## src/rtl/ppt_pkg.sv

```systemverilog
// ----------------------------------------------------------------------------
// ppt_pkg: shared definitions for the parent pointer tree table
// Request and status codes, field widths, and the controller/datapath links.
// ----------------------------------------------------------------------------
package ppt_pkg;

  localparam int NODES_DEF = 16;
  localparam int NODE_W    = 4;
  localparam int KIND_W    = 3;
  localparam int STATUS_W  = 2;
  // entry in ram: root flag on top, parent index below
  localparam int ENTRY_W   = NODE_W + 1;

  typedef enum logic [KIND_W-1:0] {
    KIND_INSERT  = 3'd0,
    KIND_CLEAR   = 3'd1,
    KIND_PARENT  = 3'd2,
    KIND_CHILD   = 3'd3,
    KIND_SIBLING = 3'd4,
    KIND_ROOT    = 3'd5
  } kind_t;

  typedef enum logic [STATUS_W-1:0] {
    ST_DONE   = 2'd0,
    ST_EXISTS = 2'd1,
    ST_NONE   = 2'd2
  } status_t;

  typedef struct packed {
    logic accept;
    logic exec;
    logic look;
    logic scan;
    logic fin;
  } cmd_t;

  typedef struct packed {
    logic lookup;
    logic scan_kind;
    logic look_scan;
    logic scan_done;
    logic out_free;
  } sts_t;

endpackage

```

## src/rtl/ppt_ram.sv

```systemverilog
// ----------------------------------------------------------------------------
// ppt_ram: generic single write port ram
// One write and one registered read per cycle.
// ----------------------------------------------------------------------------
module ppt_ram #(
  parameter int WIDTH = 8,
  parameter int DEPTH = 16
) (
  input  logic                     clk,
  input  logic                     we,
  input  logic [$clog2(DEPTH)-1:0] waddr,
  input  logic [WIDTH-1:0]         wdata,
  input  logic [$clog2(DEPTH)-1:0] raddr,
  output logic [WIDTH-1:0]         rdata
);

  logic [WIDTH-1:0] mem [DEPTH];

  always_ff @(posedge clk) begin
    if (we) begin
      mem[waddr] <= wdata;
    end
    rdata <= mem[raddr];
  end

endmodule

```

## src/rtl/ppt_ctrl.sv

```systemverilog
// ----------------------------------------------------------------------------
// ppt_ctrl: request sequencer
// Steps one request through execute, entry lookup, table scan and finish.
// ----------------------------------------------------------------------------
module ppt_ctrl (
  input  logic          clk,
  input  logic          rst,
  input  logic          in_valid,
  output logic          in_stall,
  input  ppt_pkg::sts_t sts,
  output ppt_pkg::cmd_t cmd
);

  typedef enum logic [4:0] {
    S_IDLE = 5'b00001,
    S_EXEC = 5'b00010,
    S_LOOK = 5'b00100,
    S_SCAN = 5'b01000,
    S_FIN  = 5'b10000
  } state_t;

  state_t state;
  state_t state_next;

  always_ff @(posedge clk) begin
    if (rst) begin
      state <= S_IDLE;
    end else begin
      state <= state_next;
    end
  end

  always_comb begin
    state_next = state;
    cmd        = '0;
    case (state)
      S_IDLE: begin
        cmd.accept = in_valid;
        if (in_valid) begin
          state_next = S_EXEC;
        end
      end
      S_EXEC: begin
        cmd.exec = 1'b1;
        if (sts.lookup) begin
          state_next = S_LOOK;
        end else if (sts.scan_kind) begin
          state_next = S_SCAN;
        end else begin
          state_next = S_FIN;
        end
      end
      S_LOOK: begin
        cmd.look   = 1'b1;
        state_next = sts.look_scan ? S_SCAN : S_FIN;
      end
      S_SCAN: begin
        cmd.scan = 1'b1;
        if (sts.scan_done) begin
          state_next = S_FIN;
        end
      end
      S_FIN: begin
        cmd.fin = sts.out_free;
        if (sts.out_free) begin
          state_next = S_IDLE;
        end
      end
      default: begin
        state_next = S_IDLE;
      end
    endcase
  end

  assign in_stall = (state != S_IDLE);

endmodule

```

## src/rtl/ppt_dp.sv

```systemverilog
// ----------------------------------------------------------------------------
// ppt_dp: table datapath
// Present bits, entry ram, scan pointer, match logic and output register.
// ----------------------------------------------------------------------------
module ppt_dp #(
  parameter int NODES = ppt_pkg::NODES_DEF
) (
  input  logic                         clk,
  input  logic                         rst,
  input  ppt_pkg::cmd_t                cmd,
  output ppt_pkg::sts_t                sts,
  input  logic [ppt_pkg::KIND_W-1:0]   kind,
  input  logic [ppt_pkg::NODE_W-1:0]   node,
  input  logic [ppt_pkg::NODE_W-1:0]   parent_node,
  input  logic                         as_root,
  output logic                         out_valid,
  input  logic                         out_stall,
  output logic [ppt_pkg::STATUS_W-1:0] status,
  output logic [ppt_pkg::NODE_W-1:0]   answer
);

  localparam int IDX_W = $clog2(NODES);
  localparam int NW    = IDX_W + ppt_pkg::NODE_W;
  localparam logic [IDX_W:0] NODES_I = (IDX_W + 1)'(NODES);
  localparam logic [NW-1:0]  NODES_N = NW'(NODES);

  // request
  ppt_pkg::kind_t              kind_r;
  logic [ppt_pkg::NODE_W-1:0]  node_r;
  logic [ppt_pkg::NODE_W-1:0]  pnode_r;
  logic                        root_r;

  logic [NODES-1:0]            present;
  logic                        rd_present;
  logic [ppt_pkg::ENTRY_W-1:0] rdata;
  logic [ppt_pkg::ENTRY_W-1:0] wdata;
  logic [IDX_W-1:0]            raddr;
  logic                        we;

  logic [NW-1:0]               node_ext;
  logic [NW-1:0]               node_inc;
  logic [IDX_W-1:0]            node_addr;
  logic                        in_range;

  // scan pointers: iss is the next entry to read, chk the entry now on rdata
  logic [IDX_W:0]              iss;
  logic                        chk_vld;
  logic [IDX_W-1:0]            chk_idx;
  logic                        own_root;
  logic [ppt_pkg::NODE_W-1:0]  own_par;

  logic                        e_root;
  logic [ppt_pkg::NODE_W-1:0]  e_par;
  logic                        match;
  logic                        hit;
  logic                        scan_end;

  ppt_pkg::status_t            res_status;
  ppt_pkg::status_t            res_status_next;
  logic [ppt_pkg::NODE_W-1:0]  res_answer;
  logic [ppt_pkg::NODE_W-1:0]  res_answer_next;
  logic                        out_valid_r;
  ppt_pkg::status_t            status_r;
  logic [ppt_pkg::NODE_W-1:0]  answer_r;

  assign node_ext  = NW'(node_r);
  assign node_inc  = node_ext + NW'(1);
  assign node_addr = node_ext[IDX_W-1:0];
  assign in_range  = (node_ext < NODES_N);

  assign we    = cmd.exec && (kind_r == ppt_pkg::KIND_INSERT) && in_range
                 && !present[node_addr];
  assign wdata = {root_r, root_r ? ppt_pkg::NODE_W'(0) : pnode_r};
  assign raddr = cmd.scan ? iss[IDX_W-1:0] : node_addr;

  ppt_ram #(
    .WIDTH (ppt_pkg::ENTRY_W),
    .DEPTH (NODES)
  ) u_ram (
    .clk   (clk),
    .we    (we),
    .waddr (node_addr),
    .wdata (wdata),
    .raddr (raddr),
    .rdata (rdata)
  );

  assign e_root = rdata[ppt_pkg::ENTRY_W-1];
  assign e_par  = rdata[ppt_pkg::NODE_W-1:0];

  always_comb begin
    case (kind_r)
      ppt_pkg::KIND_CHILD:   match = rd_present && !e_root && (e_par == node_r);
      ppt_pkg::KIND_ROOT:    match = rd_present && e_root;
      ppt_pkg::KIND_SIBLING: match = rd_present && ((own_root || e_root)
                                     ? (own_root && e_root) : (e_par == own_par));
      default:               match = 1'b0;
    endcase
  end

  assign hit      = chk_vld && match;
  // once iss has run off the end, rdata holds the last entry
  assign scan_end = (iss >= NODES_I);

  assign sts.lookup    = (kind_r inside {ppt_pkg::KIND_PARENT, ppt_pkg::KIND_SIBLING});
  assign sts.scan_kind = (kind_r inside {ppt_pkg::KIND_CHILD, ppt_pkg::KIND_ROOT});
  assign sts.look_scan = (kind_r == ppt_pkg::KIND_SIBLING) && in_range && rd_present
                         && (node_inc < NODES_N);
  assign sts.scan_done = hit || scan_end;
  assign sts.out_free  = !out_valid_r || !out_stall;

  always_comb begin
    res_status_next = res_status;
    res_answer_next = res_answer;
    if (cmd.exec) begin
      res_answer_next = '0;
      case (kind_r)
        ppt_pkg::KIND_INSERT: begin
          if (!in_range) begin
            res_status_next = ppt_pkg::ST_NONE;
          end else if (present[node_addr]) begin
            res_status_next = ppt_pkg::ST_EXISTS;
          end else begin
            res_status_next = ppt_pkg::ST_DONE;
          end
        end
        ppt_pkg::KIND_CLEAR: res_status_next = ppt_pkg::ST_DONE;
        default:             res_status_next = ppt_pkg::ST_NONE;
      endcase
    end
    if (cmd.look) begin
      if ((kind_r == ppt_pkg::KIND_PARENT) && in_range && rd_present && !e_root) begin
        res_status_next = ppt_pkg::ST_DONE;
        res_answer_next = e_par;
      end else begin
        res_status_next = ppt_pkg::ST_NONE;
        res_answer_next = '0;
      end
    end
    if (cmd.scan) begin
      if (hit) begin
        res_status_next = ppt_pkg::ST_DONE;
        res_answer_next = ppt_pkg::NODE_W'(chk_idx);
      end else if (scan_end) begin
        res_status_next = ppt_pkg::ST_NONE;
        res_answer_next = '0;
      end
    end
  end

  always_ff @(posedge clk) begin
    if (rst) begin
      present     <= '0;
      out_valid_r <= 1'b0;
      chk_vld     <= 1'b0;
    end else begin
      if (cmd.exec) begin
        case (kind_r)
          ppt_pkg::KIND_INSERT: begin
            if (in_range && !present[node_addr]) begin
              present[node_addr] <= 1'b1;
            end
          end
          ppt_pkg::KIND_CLEAR: present <= '0;
          default: ;
        endcase
      end
      if (cmd.fin) begin
        out_valid_r <= 1'b1;
      end else if (out_valid_r && !out_stall) begin
        out_valid_r <= 1'b0;
      end
      chk_vld <= cmd.scan && !scan_end;
    end
  end

  always_ff @(posedge clk) begin
    if (cmd.accept) begin
      kind_r  <= ppt_pkg::kind_t'(kind);
      node_r  <= node;
      pnode_r <= parent_node;
      root_r  <= as_root;
    end
    rd_present <= present[raddr];
    chk_idx    <= iss[IDX_W-1:0];
    if (cmd.exec) begin
      iss <= '0;
    end else if (cmd.look) begin
      iss      <= (IDX_W + 1)'(node_inc);
      own_root <= e_root;
      own_par  <= e_par;
    end else if (cmd.scan && !scan_end) begin
      iss <= iss + (IDX_W + 1)'(1);
    end
    res_status <= res_status_next;
    res_answer <= res_answer_next;
    if (cmd.fin) begin
      status_r <= res_status;
      answer_r <= res_answer;
    end
  end

  assign out_valid = out_valid_r;
  assign status    = status_r;
  assign answer    = answer_r;

endmodule

```

## src/rtl/parent_pointer_tree_table.sv

```systemverilog
// ----------------------------------------------------------------------------
// parent_pointer_tree_table: forest kept as a per-node parent table
// Insert, clear, and parent/child/sibling/root queries, one request at a time.
// ----------------------------------------------------------------------------
// Input channel (in_valid/in_stall) carries one request item: kind, node,
// parent_node, as_root. Output channel (out_valid/out_stall) carries one
// result item per request: status and answer.
// Insert, clear and unused kinds pass through execute and finish; parent adds
// an entry lookup; leftmost child and root scan the entries from entry 0 up;
// right sibling looks the node up, then scans the entries above the node.
// Scans read the entry ram one entry per cycle through its single read port.
// The next item is taken only once the result of the last one has entered
// the output register, so the block never works on two requests at once.
// A finished result waits in the output register while out_stall is high;
// the block holds the next result in its finish state until that slot frees.
// Reset (rst, synchronous) clears all present bits together and empties
// the output register; the table reads as all absent right away, no sweep.
// ----------------------------------------------------------------------------
module parent_pointer_tree_table #(
  parameter int NODES = ppt_pkg::NODES_DEF
) (
  input  logic                         clk,
  input  logic                         rst,
  input  logic                         in_valid,
  output logic                         in_stall,
  input  logic [ppt_pkg::KIND_W-1:0]   kind,
  input  logic [ppt_pkg::NODE_W-1:0]   node,
  input  logic [ppt_pkg::NODE_W-1:0]   parent_node,
  input  logic                         as_root,
  output logic                         out_valid,
  input  logic                         out_stall,
  output logic [ppt_pkg::STATUS_W-1:0] status,
  output logic [ppt_pkg::NODE_W-1:0]   answer
);

  ppt_pkg::cmd_t cmd;
  ppt_pkg::sts_t sts;

  ppt_ctrl u_ctrl (
    .clk      (clk),
    .rst      (rst),
    .in_valid (in_valid),
    .in_stall (in_stall),
    .sts      (sts),
    .cmd      (cmd)
  );

  ppt_dp #(
    .NODES (NODES)
  ) u_dp (
    .clk         (clk),
    .rst         (rst),
    .cmd         (cmd),
    .sts         (sts),
    .kind        (kind),
    .node        (node),
    .parent_node (parent_node),
    .as_root     (as_root),
    .out_valid   (out_valid),
    .out_stall   (out_stall),
    .status      (status),
    .answer      (answer)
  );

endmodule

```

## config.mk

```make
export PLATFORM = sky130hd
export DESIGN_NAME = parent_pointer_tree_table
export DESIGN_NICKNAME = d
export VERILOG_FILES = /design/src/rtl/ppt_pkg.sv /design/src/rtl/ppt_ram.sv /design/src/rtl/ppt_ctrl.sv /design/src/rtl/ppt_dp.sv /design/src/rtl/parent_pointer_tree_table.sv
export SDC_FILE = /design/constraint.sdc
export NUM_CORES = 1
export LEC_CHECK = 0
export ABC_AREA = 0
export ABC_CLOCK_PERIOD_IN_PS = 4100
export BUFFER_PORTS_ARGS = -buffer_cell sky130_fd_sc_hd__buf_2
export CAP_MARGIN = 20
export CORE_MARGIN = 1
export CORE_UTILIZATION = 30
export CTS_CLUSTER_DIAMETER = 200
export DETAILED_ROUTE_END_ITERATION = 8
export PLACE_DENSITY = 0.43
export RECOVER_POWER = 100
export SETUP_SLACK_MARGIN = 0.02
export SLEW_MARGIN = 10
export SYNTH_ARGS = -nofsm -noshare
export SYNTH_HDL_FRONTEND = slang
export SYNTH_SLANG_ARGS = --single-unit
```

## constraint.sdc

```tcl
create_clock -name clk -period 4.1 [get_ports clk]
set_clock_uncertainty 0.2 [all_clocks]
set_input_delay 0.615 -clock clk [delete_from_list [all_inputs] [get_ports clk]]
set_output_delay 0.615 -clock clk [all_outputs]
set_load 0.1 [all_outputs]
```

# --- Word level (Yosys, flattened, before mapping) ---
# Memory sizes are Yosys's and may differ from the RTL's. A register that Yosys moved wholly into a read port is not among the register bits.
# Index checks and enable logic that the tools add are counted.
totals:
  ff_bits: 62
  ram_bits: 80
  in_bits: 16
  wordCells: 126
  memories: 1
memory_table:
  columns: ["memory", "words", "width", "read_ports", "rd_clocked_by_memory_dff", "wr", "line_no", "text"]
  rows:
  - ["u_dp.u_ram.mem", 16, 5, 1, 1, 1, "ppt_ram.sv:17", "logic [WIDTH-1:0] mem [DEPTH];"]
op_classes:
  add_sub_neg: 2
  magnitude_cmp: 6
  n_eq_ne: 17
  n_mux: 45
  bitwise_logic: 2
  reduce_logical: 36
op_table:
  columns: ["operator", "count"]
  rows:
  - ["two-way mux 5 bit", 8]
  - ["two-way mux 4 bit", 8]
  - ["case mux 16 bit (2 select lines)", 1]
  - ["case mux 5 bit (5 select lines)", 1]
  - ["logical AND 1 bit", 19]
  - ["two-way mux 16 bit", 1]
  - ["bitwise OR 16 bit", 1]
  - ["less-than comparator 4 x 5 -> 1 bit (second input constant)", 3]
  - ["two-way mux 1 bit", 14]
  - ["two-way mux 2 bit", 7]
  - ["nonzero test 2 bit", 5]
  - ["binary-select mux 1 bit (select 4 bit)", 2]
  - ["== test 4 bit", 2]
  - ["less-than comparator 8 x 5 -> 1 bit (second input constant)", 1]
  - ["== test 3 x 2 -> 1 bit (second input constant)", 2]
  - ["== test 3 bit (second input constant)", 2]
  - ["!= test 2 bit (second input constant)", 3]
  - ["AND reduction 3 bit", 2]
  - ["adder 4 x 1 -> 5 bit (second input constant)", 1]
  - ["adder 5 x 1 -> 5 bit (second input constant)", 1]
  - ["== test 5 x 1 -> 1 bit (second input constant)", 1]
  - ["== test 5 x 2 -> 1 bit (second input constant)", 1]
  - ["== test 5 x 3 -> 1 bit (second input constant)", 1]
  - ["== test 5 x 4 -> 1 bit (second input constant)", 1]
  - ["14 further kinds", 20]

# --- Longest topological paths before layout ---
logic_depth:
  depth_word: 10
  ltp_mapped: 10

# --- Cells and area by module ---
# Synthesis repeated with hierarchy kept, for this count alone.
unflattened:
  hier_cells: 425
  hier_area_um2: 6228.5
modules_own_cells:
  columns: ["module", "instances", "cells_per_inst", "area_per_inst_um2"]
  rows:
  - ["ppt_ram", 1, 155, 3213.1]
  - ["ppt_dp", 1, 224, 2632.5]
  - ["ppt_ctrl", 1, 46, 382.9]

# --- Worst setup path after synthesis ---
# No wires, ideal clock.
synth_path:
  kind: "register -> register"
  start: "register u_dp.node_r (netlist bit u_dp.node_addr[1])"
  end: "memory u_dp.u_ram.mem[3][0] (netlist name), enable pin"
  t_arrival_ns: 2.547
  required_ns: 3.517
  path_slack_ns: 0.969
  stages_incl_launch_ff: 7
  cell_sequence: "edfxtp_1 clkbuf_1 mux4_2 mux4_2 or2_1 buf_6 nor4b_1"
synth_via:
  elab_chain_len: 6
synth_lines:
  columns: ["item", "line_no", "text"]
  rows:
  - ["start, declared", "ppt_dp.sv:29", "logic [ppt_pkg::NODE_W-1:0] node_r;"]
  - ["start signal, assigned", "ppt_dp.sv:180", "node_r <= node;"]
  - ["binary-select mux 1 bit (select 4 bit)", "ppt_dp.sv:72", "&& !present[node_addr];"]
  - ["two-way mux 1 bit (implied by the code)", "ppt_dp.sv:72", null]
  - ["logical NOT 1 bit", "ppt_dp.sv:72", null]
  - ["logical AND 1 bit", "ppt_dp.sv:72", null]
  - ["two-way mux 1 bit", "ppt_ram.sv:20", "if (we) begin"]
  - ["two-way mux 1 bit (implied by the code)", "ppt_ram.sv:21", "mem[waddr] <= wdata;"]
  - ["end, declared", "ppt_ram.sv:17", null]
# Parallel ways exist; a longest one is shown, timed or not. The select of a mux whose other input is x is not followed.

# --- Worst setup path in the final report ---
layout_path:
  start: "register u_dp.node_r (netlist bit u_dp.node_addr[1])"
  end: "memory u_dp.u_ram.mem[5][2] (netlist name), enable pin"
# The elaborated chain is that of the path after synthesis.

==> impl_metrics.env <==
export IMPL_design_core_area_um2=20500
export IMPL_cp_max_fo=14
export IMPL_grt_pass1_wl_um=26700
export IMPL_switching_share_pct=26.7
export IMPL_final_cell_mix="edfxtp_1, nand2_1, dfxtp_1"
export IMPL_peakVddDrop_mv=0.290
export IMPL_ys_seq_area_share_pct=62.6
export IMPL_ant_nets=0
export IMPL_rsz0062_at_grt="no"
export IMPL_path_class="register to register"
export IMPL_crit_chain="mux4_1, mux4_2, or2_0, nor3b_1, and2_0"
export IMPL_tritoncts="built"
export IMPL_synth_edff_count=103
export IMPL_syn_inst=509
export IMPL_ys_async_sr_fraction_pct=0
export IMPL_start_kind="register"
export IMPL_max_cap_violations=1
export IMPL_ios=24
export IMPL_gr_usage_all_layers_pct=16.8
export IMPL_synth_distinct_cells=56
export IMPL_place_area_um2=6790
export IMPL_holdPathStages=1
export IMPL_place_ws_ps=811
export IMPL_power_w=0.00368
export IMPL_hp_class="input port to register"
export IMPL_cts_root_buf="clkbuf_16"
export IMPL_drive_gt1_share_pct=12.0
export IMPL_htreeDepth=4
export IMPL_status="complete, but fails checks"
export IMPL_synth_fp_nets=531
export IMPL_vias=4313
export IMPL_synth_avg_cell_area_um2=12.5
export IMPL_layout_setup_ws_ps=600
export IMPL_row_count=52
export IMPL_setup_violations_final=0
export IMPL_port_buffers=23
export IMPL_wl_um=17400
export IMPL_maxSlewHeadroom_pct=-3.93
export IMPL_crit_arrival_ps=3390
export IMPL_postCtsSetupBuffers=0
export IMPL_slowest_stage="edfxtp_1"
export IMPL_drcViolationCount=0
export IMPL_cts_buffer_depth=2
export IMPL_ys_flop_type="edfxtp_1"
export IMPL_fin_crit_sh_pct=85.4
export IMPL_grt_pass1_vias=4334
export IMPL_die_w_um=147
export IMPL_dpl_hpwl_um=12200
export IMPL_postCtsHoldBufs=0
export IMPL_die_area_um2=21700
export IMPL_cpPeakStageDelay_ps=730
export IMPL_nNetsFinal=559
export IMPL_hold_viol_final=0
export IMPL_mostFrequentLayoutCell="edfxtp_1"
export IMPL_fmax_mhz=286
export IMPL_cts_buffers=17
export IMPL_fp_dieH_um=147
export IMPL_violations="max-capacitance violations, max-slew violations"
export IMPL_post_route_cell_area_um2=7300
export IMPL_r2r_cells=5
export IMPL_path_clk_slew_ps=60
export IMPL_cp_required_ps=3990
export IMPL_cts_sink_count=147
export IMPL_dr_pass1_iters=5
export IMPL_start_util_pct=31.0
export IMPL_seq_power_share_pct=47.5
export IMPL_ys_ff_latch=147
export IMPL_syn_area_um2=6340
export IMPL_finalMaxSlewViolations=17
export IMPL_clk_latency_ps=420
export IMPL_drt_initial_drc_count=416
export IMPL_switching_power_w=0.000981
export IMPL_antenna_found_initial=0
export IMPL_tns_ps=0
export IMPL_place_gp_congestion=0.859
export IMPL_power_internal_w=0.00270
export IMPL_endpoint_kind="register"
export IMPL_grt_max_degree=31
export IMPL_period_minus_slack_ps=3500
export IMPL_synth_warnings=0
export IMPL_ctsResizeCount=0
export IMPL_p_clk_share_pct=41.5
export IMPL_hold_ws_ps=164
export IMPL_wl_per_cell_um=21.2
export IMPL_powerDensity_nw_per_um2=504
export IMPL_comb_power_share_pct=11.1
export IMPL_via_per_inst=5.26
export IMPL_p_leak_nw=2.46
export IMPL_overflow=0
export IMPL_tightest_slew_ps=1560
export IMPL_area_growth_pct=15.1
export IMPL_antennaDiodeCount=0
## cells in the mapped netlist, types with 7 or more instances
cell	number	area (um^2)
mux2i_1	13	130
nor3_1	15	75.1
inv_1	8	30.0
o21ai_0	22	110
edfxtp_1	103	3090
a211oi_1	13	97.6
a21oi_1	9	45.0
o22ai_1	17	106
clkbuf_1	18	67.6
nor2_1	25	93.8
nand3_1	13	65.1
nor2b_1	7	43.8
dfxtp_1	44	881
nand2_1	55	206
xnor2_1	8	70.1
and2_1	10	62.6
a31oi_1	7	43.8
a21o_1	7	52.6
## cell families (layout without fill, tap and decap cells)
| family | count (synthesis) | in the layout | share of synthesized area [%] |
|---|---|---|---|
| AOI/OAI and AO/OA | 120 | 120 | 13.5 |
| xor gates and xnor gates | 14 | 14 | 1.93 |
| adders and majority gates | 6 | 6 | 1.18 |
| buffers and inverters | 37 | 78 | 2.54 |
| DFF | 147 | 147 | 62.6 |
| muxes | 23 | 23 | 4.89 |
| and+or+nand+nor | 162 | 162 | 13.3 |
## routing by layer
metal	global-route usage [%]	wire length (um)	vias up
met4	4.43	174	0
met3	3.98	757	13
li1	-	-	2026
met2	27.9	8550	122
met1	22.0	7880	2152
met5	0	0	-
## power by group through the flow
stage               Clock [W]  Sequential, W  Combinational, W
floorplan                   0        0.00174          0.000293
global placement            0        0.00178          0.000417
detailed placement          0        0.00178          0.000412
CTS                   0.00156        0.00175          0.000415
global route          0.00163        0.00176          0.000437
finish                0.00153        0.00175          0.000407
## path summary, 6_finish.rpt
kind | start | endpoint | slack [ps]
worst min register to register | u_dp.res_answer[1] | u_dp.answer[1] | 240
worst min-delay path | parent_node[0] | u_dp.pnode_r[0] | 160
worst max-delay path | u_dp.node_addr[1] | u_dp.u_ram.mem[5][2] | 600
worst max register to register | u_dp.node_addr[1] | u_dp.u_ram.mem[5][2] | 600
## critical path: cells and delay by family, from the launching register on
family | cells | cell delay [ps]
flops | 1 | 730
simple gates | 3 | 1290
mux | 2 | 930
## final cells by class
type	count	area (um^2)
Tap cell	270	338
Fill cell	2006	13200
Clock buffer	17	425
Sequential cell	147	3970
Multi-Input combinational cell	325	2200
Inverter	8	30.0
Timing Repair Buffer	38	185
Clock inverter	15	153
## per-stage QoR
stage | utilization (%) | cells
floorplan | - | 509
global placement | 33.1 | 788
detailed placement | 33.1 | 788
CTS | 36.0 | 820
global route | 35.6 | 820
finish | 35.6 | 820
## flip-flops by register name, summed over array words and instances (netlist names), 5 cells and up
signal	flops
u_ctrl.state	5
u_dp.iss	5
u_dp.present	16
u_dp.u_ram.mem	80
u_dp.u_ram.rdata	5
(Power assumes the default switching activity.)
